===== src/sv/tsva_pkg.sv =====
// Package for the temperature sample validate/average block.
// Holds the result beat type, register indexes and reset values.
// No dependencies.
`default_nettype none

package tsva_pkg;

    // Fixed field widths
    localparam int TIME_W = 32;
    localparam int TEMP_W = 12;
    localparam int WAIT_W = 10;
    localparam int CFG_IDX_W = 2;
    localparam int CFG_DATA_W = 12;

    // Configuration register indexes
    localparam logic [CFG_IDX_W-1:0] REG_CONV_WAIT  = 2'd0;
    localparam logic [CFG_IDX_W-1:0] REG_LOW_LIMIT  = 2'd1;
    localparam logic [CFG_IDX_W-1:0] REG_HIGH_LIMIT = 2'd2;

    // Register reset values
    localparam logic [WAIT_W-1:0]        CONV_WAIT_RST  = 10'd750;
    localparam logic signed [TEMP_W-1:0] LOW_LIMIT_RST  = -12'sd800;
    localparam logic signed [TEMP_W-1:0] HIGH_LIMIT_RST = 12'sd2000;

    // Saturation bounds of the average
    localparam int AVG_MAX = 2047;
    localparam int AVG_MIN = -2048;

    // One result beat
    typedef struct packed {
        logic                     start_conv;
        logic                     new_sample;
        logic                     fault;
        logic signed [TEMP_W-1:0] filtered;
    } result_t;

endpackage

`default_nettype wire


===== src/sv/tsva_ram.sv =====
// Generic single-write, single-read RAM with registered read data.
// Read-during-write to the same address returns the old contents.
// No dependencies.
`default_nettype none

module tsva_ram #(
    parameter int WIDTH  = 12,
    parameter int DEPTH  = 8,
    parameter int ADDR_W = (DEPTH > 1) ? $clog2(DEPTH) : 1
) (
    input  wire logic              clk,
    input  wire logic              we,
    input  wire logic [ADDR_W-1:0] waddr,
    input  wire logic [WIDTH-1:0]  wdata,
    input  wire logic [ADDR_W-1:0] raddr,
    output logic      [WIDTH-1:0]  rdata
);

    logic [WIDTH-1:0] mem [DEPTH];

    // Write port
    always_ff @(posedge clk)
    begin
        if (we)
        begin
            mem[waddr] <= wdata;
        end
    end

    // Registered read port
    always_ff @(posedge clk)
    begin
        rdata <= mem[raddr];
    end

endmodule

`default_nettype wire


===== src/sv/temp_sample_validate_average.sv =====
// Temperature sample sequencer with range check and moving-average filter.
// Depends on tsva_pkg and tsva_ram.
//
// Usage:
//   Input channel (in_valid / in_stall): one beat per millisecond tick,
//   carrying now_ms and reading. Output channel (out_valid / out_stall):
//   exactly one result beat per input beat, in order.
//   Config channel (cfg_valid / cfg_ready): cfg_ready is always high;
//   index 0 conversion wait, 1 low limit, 2 high limit, others ignored.
//   Write configuration only while the block is idle.
// Timing:
//   An accepted beat's result is registered in the output register, or
//   in the skid register. Throughput is one beat per cycle while in_stall is
//   low: the ring entry to be replaced is read ahead of time from the sample
//   RAM, so the read-modify-write of the ring and running sum closes in the
//   accepting cycle. While the receiver stalls, one further beat is taken into
//   a skid register; in_stall rises when that register is occupied.
// Reset:
//   Idle phase, all state zero, registers at their reset values. The ring
//   is cleared by per-entry valid bits, so no clearing pass is needed.
`default_nettype none

module temp_sample_validate_average #(
    parameter int FILTER_DEPTH = 8
) (
    input  wire logic                                  clk,
    input  wire logic                                  rst_n,
    // Configuration
    input  wire logic                                  cfg_valid,
    output logic                                       cfg_ready,
    input  wire logic [tsva_pkg::CFG_IDX_W-1:0]        cfg_index,
    input  wire logic [tsva_pkg::CFG_DATA_W-1:0]       cfg_data,
    // Input channel
    input  wire logic                                  in_valid,
    output logic                                       in_stall,
    input  wire logic [tsva_pkg::TIME_W-1:0]           now_ms,
    input  wire logic signed [tsva_pkg::TEMP_W-1:0]    reading,
    // Output channel
    output logic                                       out_valid,
    input  wire logic                                  out_stall,
    output logic                                       start_conv,
    output logic                                       new_sample,
    output logic                                       fault,
    output logic signed [tsva_pkg::TEMP_W-1:0]         filtered
);

    localparam int TEMP_W = tsva_pkg::TEMP_W;
    localparam int POS_W  = (FILTER_DEPTH > 1) ? $clog2(FILTER_DEPTH) : 1;
    localparam int SUM_W  = TEMP_W + $clog2(FILTER_DEPTH);
    localparam int SHIFT  = $clog2(FILTER_DEPTH + 1) - 1;
    localparam logic [POS_W-1:0] LAST_POS = POS_W'(FILTER_DEPTH - 1);
    localparam logic signed [SUM_W-1:0] SAT_MAX = SUM_W'(tsva_pkg::AVG_MAX);
    localparam logic signed [SUM_W-1:0] SAT_MIN = SUM_W'(tsva_pkg::AVG_MIN);

    // Configuration registers
    logic [tsva_pkg::WAIT_W-1:0] wait_reg;
    logic signed [TEMP_W-1:0]    low_reg;
    logic signed [TEMP_W-1:0]    high_reg;

    // Sequencer and filter state
    logic                          converting_reg, converting_next;
    logic [tsva_pkg::TIME_W-1:0]   start_time_reg, start_time_next;
    logic [POS_W-1:0]              write_pos_reg, write_pos_next;
    logic signed [SUM_W-1:0]       sum_reg, sum_next;
    logic signed [TEMP_W-1:0]      average_reg, average_next;
    logic                          fault_reg, fault_next;
    logic [FILTER_DEPTH-1:0]       slot_valid_reg;

    // Read-ahead of the entry to be replaced
    logic                          rvalid_reg;
    logic                          fwd_hit_reg;
    logic signed [TEMP_W-1:0]      fwd_data_reg;
    logic [TEMP_W-1:0]             ram_rdata;

    // Output register and skid
    logic                          out_valid_reg, skid_valid_reg;
    tsva_pkg::result_t             out_data_reg, skid_data_reg;

    logic                          accept;
    logic                          read_tick;
    logic                          in_range;
    logic                          commit;
    logic signed [TEMP_W-1:0]      old_sample;
    logic signed [SUM_W-1:0]       shifted;
    logic [tsva_pkg::TIME_W-1:0]   elapsed;
    tsva_pkg::result_t             result;

    assign cfg_ready = 1'b1;
    assign in_stall  = skid_valid_reg;
    assign accept    = in_valid && !in_stall;

    // Configuration writes
    always_ff @(posedge clk or negedge rst_n)
    begin
        if (!rst_n)
        begin
            wait_reg <= tsva_pkg::CONV_WAIT_RST;
            low_reg  <= tsva_pkg::LOW_LIMIT_RST;
            high_reg <= tsva_pkg::HIGH_LIMIT_RST;
        end
        else if (cfg_valid && cfg_ready)
        begin
            case (cfg_index)
                tsva_pkg::REG_CONV_WAIT:  wait_reg <= cfg_data[tsva_pkg::WAIT_W-1:0];
                tsva_pkg::REG_LOW_LIMIT:  low_reg  <= signed'(cfg_data);
                tsva_pkg::REG_HIGH_LIMIT: high_reg <= signed'(cfg_data);
                default: ;
            endcase
        end
    end

    // Old ring entry: forwarded write, stored value, or zero if never written
    always_comb
    begin
        if (fwd_hit_reg)
        begin
            old_sample = fwd_data_reg;
        end
        else if (rvalid_reg)
        begin
            old_sample = signed'(ram_rdata);
        end
        else
        begin
            old_sample = '0;
        end
    end

    // Tick evaluation and state update
    always_comb
    begin
        elapsed   = now_ms - start_time_reg;
        read_tick = converting_reg && (elapsed >= tsva_pkg::TIME_W'(wait_reg));
        in_range  = !(reading < low_reg || reading > high_reg);
        commit    = accept && read_tick && in_range;

        converting_next = converting_reg;
        start_time_next = start_time_reg;
        write_pos_next  = write_pos_reg;
        sum_next        = sum_reg;
        average_next    = average_reg;
        fault_next      = fault_reg;

        shifted = (sum_reg - SUM_W'(old_sample) + SUM_W'(reading)) >>> SHIFT;

        if (accept)
        begin
            if (!converting_reg)
            begin
                start_time_next = now_ms;
                converting_next = 1'b1;
            end
            else if (read_tick)
            begin
                converting_next = 1'b0;
                if (!in_range)
                begin
                    fault_next   = 1'b1;
                    average_next = '0;
                end
                else
                begin
                    fault_next     = 1'b0;
                    sum_next       = sum_reg - SUM_W'(old_sample) + SUM_W'(reading);
                    write_pos_next = (write_pos_reg == LAST_POS) ? '0
                                                                 : write_pos_reg + 1'b1;
                    if (shifted > SAT_MAX)
                    begin
                        average_next = TEMP_W'(tsva_pkg::AVG_MAX);
                    end
                    else if (shifted < SAT_MIN)
                    begin
                        average_next = TEMP_W'(tsva_pkg::AVG_MIN);
                    end
                    else
                    begin
                        average_next = shifted[TEMP_W-1:0];
                    end
                end
            end
        end

        result.start_conv = !converting_reg;
        result.new_sample = commit;
        result.fault      = fault_next;
        result.filtered   = average_next;
    end

    // Sample ring storage
    tsva_ram #(
        .WIDTH (TEMP_W),
        .DEPTH (FILTER_DEPTH),
        .ADDR_W(POS_W)
    ) u_ring (
        .clk  (clk),
        .we   (commit),
        .waddr(write_pos_reg),
        .wdata(reading),
        .raddr(write_pos_next),
        .rdata(ram_rdata)
    );

    // State registers
    always_ff @(posedge clk or negedge rst_n)
    begin
        if (!rst_n)
        begin
            converting_reg <= 1'b0;
            start_time_reg <= '0;
            write_pos_reg  <= '0;
            sum_reg        <= '0;
            average_reg    <= '0;
            fault_reg      <= 1'b0;
            slot_valid_reg <= '0;
            rvalid_reg     <= 1'b0;
            fwd_hit_reg    <= 1'b0;
        end
        else
        begin
            converting_reg <= converting_next;
            start_time_reg <= start_time_next;
            write_pos_reg  <= write_pos_next;
            sum_reg        <= sum_next;
            average_reg    <= average_next;
            fault_reg      <= fault_next;
            if (commit)
            begin
                slot_valid_reg[write_pos_reg] <= 1'b1;
            end
            rvalid_reg  <= slot_valid_reg[write_pos_next];
            fwd_hit_reg <= commit && (write_pos_reg == write_pos_next);
        end
    end

    // Forwarded write data, payload only
    always_ff @(posedge clk)
    begin
        fwd_data_reg <= reading;
    end

    // Output register with skid
    always_ff @(posedge clk or negedge rst_n)
    begin
        if (!rst_n)
        begin
            out_valid_reg  <= 1'b0;
            skid_valid_reg <= 1'b0;
        end
        else if (!out_valid_reg || !out_stall)
        begin
            out_valid_reg  <= skid_valid_reg || accept;
            skid_valid_reg <= 1'b0;
        end
        else if (accept)
        begin
            skid_valid_reg <= 1'b1;
        end
    end

    always_ff @(posedge clk)
    begin
        if (!out_valid_reg || !out_stall)
        begin
            out_data_reg <= skid_valid_reg ? skid_data_reg : result;
        end
        else if (accept)
        begin
            skid_data_reg <= result;
        end
    end

    assign out_valid  = out_valid_reg;
    assign start_conv = out_data_reg.start_conv;
    assign new_sample = out_data_reg.new_sample;
    assign fault      = out_data_reg.fault;
    assign filtered   = out_data_reg.filtered;

    // Checks
    a_skid_behind_out: assert property (@(posedge clk) disable iff (!rst_n)
        skid_valid_reg |-> out_valid_reg)
        else $error("skid holds a beat while the output register is empty");

    a_start_not_sample: assert property (@(posedge clk) disable iff (!rst_n)
        out_valid |-> !(start_conv && new_sample))
        else $error("a beat both starts a conversion and delivers a sample");

    a_fault_zero: assert property (@(posedge clk) disable iff (!rst_n)
        (out_valid && fault) |-> (filtered == '0))
        else $error("filtered value non-zero on fault");

    a_commit_leaves_idle: assert property (@(posedge clk) disable iff (!rst_n)
        commit |=> !converting_reg)
        else $error("sequencer still converting after a sample was taken");

endmodule

`default_nettype wire

===== config.mk =====
export PLATFORM = sky130hd
export DESIGN_NAME = temp_sample_validate_average
export DESIGN_NICKNAME = d
export VERILOG_FILES = /design/src/sv/tsva_pkg.sv /design/src/sv/tsva_ram.sv /design/src/sv/temp_sample_validate_average.sv
export SDC_FILE = /design/constraint.sdc
export NUM_CORES = 1
export LEC_CHECK = 0
export BUFFER_PORTS_ARGS = -buffer_cell sky130_fd_sc_hd__buf_2
export CORE_ASPECT_RATIO = 0.9
export CORE_MARGIN = 3
export CORE_UTILIZATION = 34
export DETAILED_ROUTE_END_ITERATION = 12
export PLACE_DENSITY = 0.63
export SLEW_MARGIN = 20
export SYNTH_ARGS = -nofsm -noshare
export SYNTH_HDL_FRONTEND = slang
export SYNTH_SLANG_ARGS = --single-unit
export TNS_END_PERCENT = 20

===== constraint.sdc =====
create_clock -name clk -period 4.8 [get_ports clk]
set_input_delay 0.72 -clock clk [delete_from_list [all_inputs] [get_ports clk]]
set_output_delay 0.72 -clock clk [all_outputs]
set_load 0.05 [all_outputs]

==> results of run 1 <==
[worst max-delay path, delay by kind of cell (launching register included)]
kind | cells | cell delay, ns
buffers and inverters | 3 | 0.44
XOR/XNOR | 1 | 0.07
AND/OR/NAND/NOR | 6 | 1.13
AO/OA/AOI/OAI | 10 | 2.16
flip-flops | 1 | 0.39
adder cells (fa/ha/maj) | 2 | 0.54
[routing by layer]
layer  GRT usage [%]  vias up  share of wire, %  wire length [µm]
met5               0        -             0.098                34
met4           3.817        4               2.4               817
met3           2.642       60               4.6              1593
met2           27.37      209                48             16690
met1           21.35     4877                45             15530
li1                -     4817                 -                 -
[cells in the mapped netlist, drive strengths merged, types with 3 or more instances]
master	n	area share (%)
a211oi	54	3.0
mux2	40	3.3
nand3b	3	0.17
nor2	39	1.1
and3	51	2.4
nand2	135	3.8
fa	15	2.2
dfrtp	92	17
inv	105	2.9
mux2i	4	0.32
o31a	6	0.39
a21o	15	0.83
dfstp	18	3.5
a311oi	4	0.26
o2111ai	6	0.39
nand3	6	0.22
a221oi	4	0.31
nand4	9	0.42
or2	8	0.37
edfxtp	126	28
o211a	5	0.43
nand2b	10	0.46
nor4	16	1.3
o21a	13	0.72
a21boi	6	0.33
a31oi	7	0.66
dfxtp	24	3.6
a22oi	10	0.56
nor2b	7	0.32
o211ai	12	0.71
ha	82	7.6
buf	22	0.99
clkbuf	32	0.90
a21oi	56	2.1
xor2	12	0.78
o21ai	84	3.1
nor3	18	0.67
a2111oi	3	0.33
and2	4	0.19
or3	4	0.22
xnor2	18	1.2
nor3b	5	0.28
[repair_timing]
item	CTS	global route
pin swaps	21	16
cloned	3	4
gates resized for setup	80	53
setup buffers	10	14
endpoints found under the setup margin	149	156
[kinds of logic after synthesis]
family | Yosys count | synth area share, %
simple gates | 321 | 12.26
compound gates | 302 | 15.25
flops | 260 | 52.19
buf+inv | 159 | 4.815
fa+ha+maj | 97 | 9.834
mux | 44 | 3.665
xor+xnor | 30 | 1.948
other cells | 1 | 0.02781
[stage by stage]
step	instances	instance area (µm²)	util (%)	setup TNS [ns]	worst slack (ns)
after CTS	1946	16940	43.75	-3.357	-0.1501
after global routing	1966	17420	44.99	-19.93	-0.3233
after detailed placement	1877	15420	39.84	-94.94	-0.8015
final	1967	17420	44.99	-0.4077	-0.06181
after global placement	1877	15420	39.84	-90.79	-0.7299
after floorplan	1214	13650	-	-17.21	-0.2965
[cell usage in the layout (no fill, tap or decap), drive strengths merged, types with 5 or more instances in the layout]
cell type,instances
buf,218
nand2,135
edfxtp,126
inv,106
dfrtp,92
o21ai,84
ha,82
a21oi,56
a211oi,54
and3,51
clkbuf,42
mux2,40
nor2,39
dfxtp,24
dfstp,18
xnor2,18
nor3,18
nor4,16
a21o,15
fa,15
o21a,13
clkinv,13
xor2,12
o211ai,12
a22oi,10
nand2b,10
nand4,9
a31oi,8
or2,8
nor2b,7
o31a,6
nand3,6
a21boi,6
o2111ai,6
o211a,5
nor3b,5
[how the worst max path moves through the flow]
stage	start	end	slack [ns]	depth (start not counted)
finish	start_time_reg[1]	rvalid_reg	-0.06	22
global route	start_time_reg[1]	u_ring.rdata[2]	-0.32	23
CTS	start_time_reg[1]	rvalid_reg	-0.15	22
detailed placement	now_ms[1]	rvalid_reg	-0.80	21
global placement	now_ms[1]	rvalid_reg	-0.73	21
floorplan	now_ms[1]	filtered[10]	-0.30	22
[cell type report]
type	instances	area, µm²	share of cell area (%)
diodes	2	5.005	0.02873
clock buffers	37	797.0	4.576
clock inverters	19	193.9	1.113
inverters	105	401.6	2.306
multi-input cells	796	6477	37.19
flip-flops and latches	260	7039	40.41
well taps	525	656.9	3.771
repair buffers	223	1847	10.60
[report_power, final]
group,leakage [nW],internal [mW],switching [mW]
Clock,0.481,1.34,0.934
Combinational,4.19,2.41,3.02
Sequential,2.68,2.82,0.241
Total,7.35,6.58,4.20
==> qor.yml, run 1 <==
ant_nets: 0
cts_buffer_depth: 3
hold-worst-slack_ns: 0.1078
hold_violations: 0
rr_startpoint: "start_time_reg[1]"
drtPass1Iterations: 5
cts_hold_buffers: 0
vias_per_cell: 5.067
startpoint_type: "flip-flop"
io_pins: 81
final_nets: 1576
die_w_um: 215.9
drtIter0Drc: 517
finalSetupViolations: 15
synth.ff_latch_count: 260
cts-root-buf: "clkbuf_16"
power_mw: 10.77
rows: 68
required_ns: 5.26
min_period_ns: 4.862
ys.warnings.count: 0
grt_pass1_wl_mm: 54.28
clk_latency_ns: 0.58
ir_drop_uv: 337.7
synth_flop_cell: "edfxtp_1"
gr-usage-all-layers_pct: 16.01
r2r-end: "rvalid_reg"
die_area_um2: 42100
crit_type: "flip-flop to flip-flop"
nFillCells: 3538
area_growth_pct: 29.15
synthArstFlopShare_pct: 42.31
max_stage_delay_ns: 0.47
tightest_slew_ns: 0.9501
crit_chain: "inv_2 > ha_4 > nor2b_4 > o31a_1 > o31a_1 > nand2b_4 > a31oi_4 > xnor2_2 > ha_1 > a2111oi_4 > o311a_1 > nand4_1 > nor4_2 > o2111ai_2 > or4_4 > o211a_4 > buf_4 > a21oi_4 > a31oi_4 > buf_12 > a311oi_2 > nor4_2"
clkSlewWorstSetupHoldPaths_ns: 0.06
overflow: 0
clock_skew_ns: 0.02446
port-buffer-count: 79
grt_setup_unrepaired: "yes"
wl_per_cell_um: 17.62
arrival_ns: 5.32
ys_seq_area_share_pct: 52.19
status: "finished, violations left"
first_global_vias: 9988
cp_slowest_cell: "or4_4"
failed_checks: "setup timing"
fin_crit_sh_pct: 101.3
setup_ws_ns: -0.06181
rrSetupSlack_ns: -0.06
r2r_cells: 22
grt_max_degree: 63
vias: 9967
h-tree-depth: 1
largest_reg_flops: 96
syn_nets: 1374
drt-total-wl_mm: 34.67
min_path_type: "input pin to asynchronous set/reset pin"
powerDensity_nw_per_um2: 618.4
numCtsBuffers: 30
relSlewSlack_pct: 36.38
worstSetupEndpointType: "flip-flop"
syn_inst: 1214
ys_types: 77
drc: 0
drive_gt1_share_pct: 32.50
p_leak_nw: 7.348
gp_congestion: 0.8452
core_um2: 38710
start_util_pct: 34.84
dpl.hpwl_mm: 23.90
maxCapViolCount: 0
maxSlewViolCount: 0
clock_sinks: 260
tritoncts: "yes"
fmax_mhz: 205.7
synthesis.area_um2: 13490
antenna_found_initial: 3
avgSynthCellArea_um2: 11.11
worstPathMaxFanout: 13
synth_edf_count: 126
fp.dieH_um: 194.9
Note: power is estimated with default switching activity, not from simulation.
==> run 2, diff against run 1 <==
Settings changed: CORE_MARGIN 3 to not set.
==> run 2 against run 1 <==
The flow still finishes with violations (setup timing); clock skew decreased by 0.0069 ns; via count down 0.62%; sequential share of layout area about the same; power up 1.7%; highest routed layer unchanged; critical endpoint is now u_ring.rdata[8]; non-clock buffer count decreased by 14; worst hold slack got worse by 0.028 ns; maximum frequency up 0.87%; combinational power about the same.
==> qor.yml, run 2 (same netlist as run 1, synthesis figures left out) <==
layout_common_cells: "edfxtp_1 (126), nand2_1 (116), inv_1 (103)"
ir_drop_uv: 338.5  # +0.23%
min_period_ns: 4.820  # -0.04179 ns
status: "finished, violations left"
tritoncts: "yes"
antenna_found_initial: 7  # +4
core_um2: 38710  # unchanged
dp.cells: 1867  # -0.53%
failed_checks: "setup timing"
gr-usage-all-layers_pct: 17.64  # +1.6 points
clk_latency_ns: 0.58  # about the same
area_growth_pct: 29.29
rr_startpoint: "start_time_reg[1]"
relSlewSlack_pct: 32.24  # -4.1 points
maxSlewViolCount: 0  # unchanged
layoutNonFillerInstCount: 1956  # -0.56%
post-route-util_pct: 45.04  # +0.049 points
final_common_cell: "edfxtp_1"
crit_chain: "inv_2 > ha_4 > nor2b_4 > o31a_1 > o31a_1 > nand2b_4 > a31oi_4 > xnor2_2 > ha_1 > a2111oi_2 > o311a_1 > nand4_1 > nor4_2 > o2111ai_1 > or4_4 > o211a_4 > nand2_4 > inv_8 > buf_12 > a31oi_4 > buf_4 > clkbuf_16 > a211oi_2 > nor4_2"
die_w_um: 211.9  # -1.9%
largest_reg_flops: 96  # unchanged
die_area_um2: 40470  # -3.9%
cts_buffer_depth: 3  # unchanged
maxCapViolCount: 0  # unchanged
drtPass1Iterations: 5  # unchanged
clkSlewWorstSetupHoldPaths_ns: 0.06  # about the same
grt_max_degree: 55  # -13%
ant_nets: 0  # unchanged
fmax_mhz: 207.5  # +0.87%
worstSetupEndpointType: "flip-flop"
setup_ws_ns: -0.02002  # +0.04179 ns
start_util_pct: 34.84  # unchanged
crit_type: "flip-flop to flip-flop"
arrival_ns: 5.31  # about the same
powerDensity_nw_per_um2: 628.1  # +1.6%
met2_length_mm: 17.47  # +4.7%
fin_crit_sh_pct: 100.4  # -0.87 points
rrSetupSlack_ns: -0.02  # +0.04 ns
worstPathMaxFanout: 6  # -7
fp.dieH_um: 190.9  # -2.1%
required_ns: 5.29  # +0.03 ns
drc: 0  # unchanged
hold_violations: 0  # unchanged
final_nets: 1562  # -0.89%
wl_per_cell_um: 17.82  # +1.1%
clock_skew_ns: 0.01755  # -0.006906 ns
port-buffer-count: 79  # unchanged
h-tree-depth: 1  # unchanged
vias_per_cell: 5.064  # about the same
cts-root-buf: "clkbuf_16"
drt-total-wl_mm: 34.87  # +0.57%
numCtsBuffers: 30  # unchanged
grt_setup_unrepaired: "yes"
highest_layer: "met5"
finalSetupViolations: 3  # -12
cp_slowest_cell: "or4_4"
io_pins: 81  # unchanged
drtIter0Drc: 639  # +24%
rows: 68  # unchanged
vias: 9905  # -0.62%
first_global_vias: 10150  # +1.6%
gp_congestion: 0.8609  # +1.9%
wl_met1_mm: 14.87  # -4.3%
clock_sinks: 260  # unchanged
place_ws_ns: -0.7757  # +0.02586 ns
min_path_type: "input pin to asynchronous set/reset pin"
tightest_slew_ns: 1.014  # +0.06381 ns
cp-startpoint: "start_time_reg[1]"
max_stage_delay_ns: 0.48  # about the same
drive_gt1_share_pct: 31.21  # -1.3 points
overflow: 0  # unchanged
met3WireLength_mm: 1.978  # +24%
dpl.hpwl_mm: 23.79  # -0.44%
startpoint_type: "flip-flop"
grt_pass1_wl_mm: 56.03  # +3.2%
p_leak_nw: 7.321  # -0.36%
-- run 2: changes by cell type in the layout (fill, tap and decap cells not counted), sizes merged --
cell      delta
buf         -10
bufinv       +3
clkbuf       +2
clkinv       -6
clkinvlp     -2
diode        +3
inv          -1
-- run 2: layer usage --
layer  GRT usage (%)  vias to the layer above
li1                -                     4785
met2           30.25                      222
met3           2.974                       34
met1           22.67                     4862
met5               0                        -
met4           5.351                        2
-- run 2: metrics by stage --
stage | TNS [ns] | instance area (µm²) | hold WS, ns | power (mW)
6_report | -0.02626 | 17440 | 0.07958 | 10.95
2_1_floorplan | -17.21 | 13650 | 0.4244 | 6.397
5_1_grt | -5.851 | 17430 | 0.08942 | 11.67
3_5_place_dp | -90.29 | 15340 | 0.4537 | 7.745
3_3_place_gp | -90.27 | 15340 | 0.4368 | 7.667
4_1_cts | -9.379 | 17280 | 0.07918 | 10.87
-- run 2: critical path: cells and delay by family, from the launching register on --
kind	cells	cell delay, ns
adder cells (fa/ha/maj)	2	0.52
flip-flops	1	0.39
AO/OA/AOI/OAI	9	1.87
AND/OR/NAND/NOR	7	1.29
XOR/XNOR	1	0.08
buffers and inverters	5	0.58
-- run 2: where the power goes --
group,switching (mW),internal [mW]
Combinational,3.02,2.43
Sequential,0.233,2.82
Clock,0.935,1.51
-- run 2: worst paths after layout --
check / end / cells past startpoint
worst min register to register: slot_valid_reg[5] / 2
worst max register to register: u_ring.rdata[8] / 24
max in group asynchronous: low_reg[9] / 2
min in group clk: wait_reg[6] / 3
worst min-delay path: average_reg[8] / 1
worst max-delay path: u_ring.rdata[8] / 24
-- run 2: repair_timing --
item | 4_1_cts | 5_1_grt
cloned | 8 | 1
resized for setup | 109 | 20
hold buffers | 0 | 0
pin swaps | 36 | 18
endpoints found under the setup margin | 139 | 154
setup buffers | 14 | 7
-- run 2: area by class of cell --
type / count / area, µm²
inverters: 105 / 401.6
clock buffers: 43 / 819.5
well taps: 525 / 656.9
diodes: 5 / 12.51
multi-input cells: 796 / 6492
fillers: 3556 / 21280
flip-flops and latches: 260 / 7039
repair buffers: 209 / 1765
clock inverters: 13 / 249.0
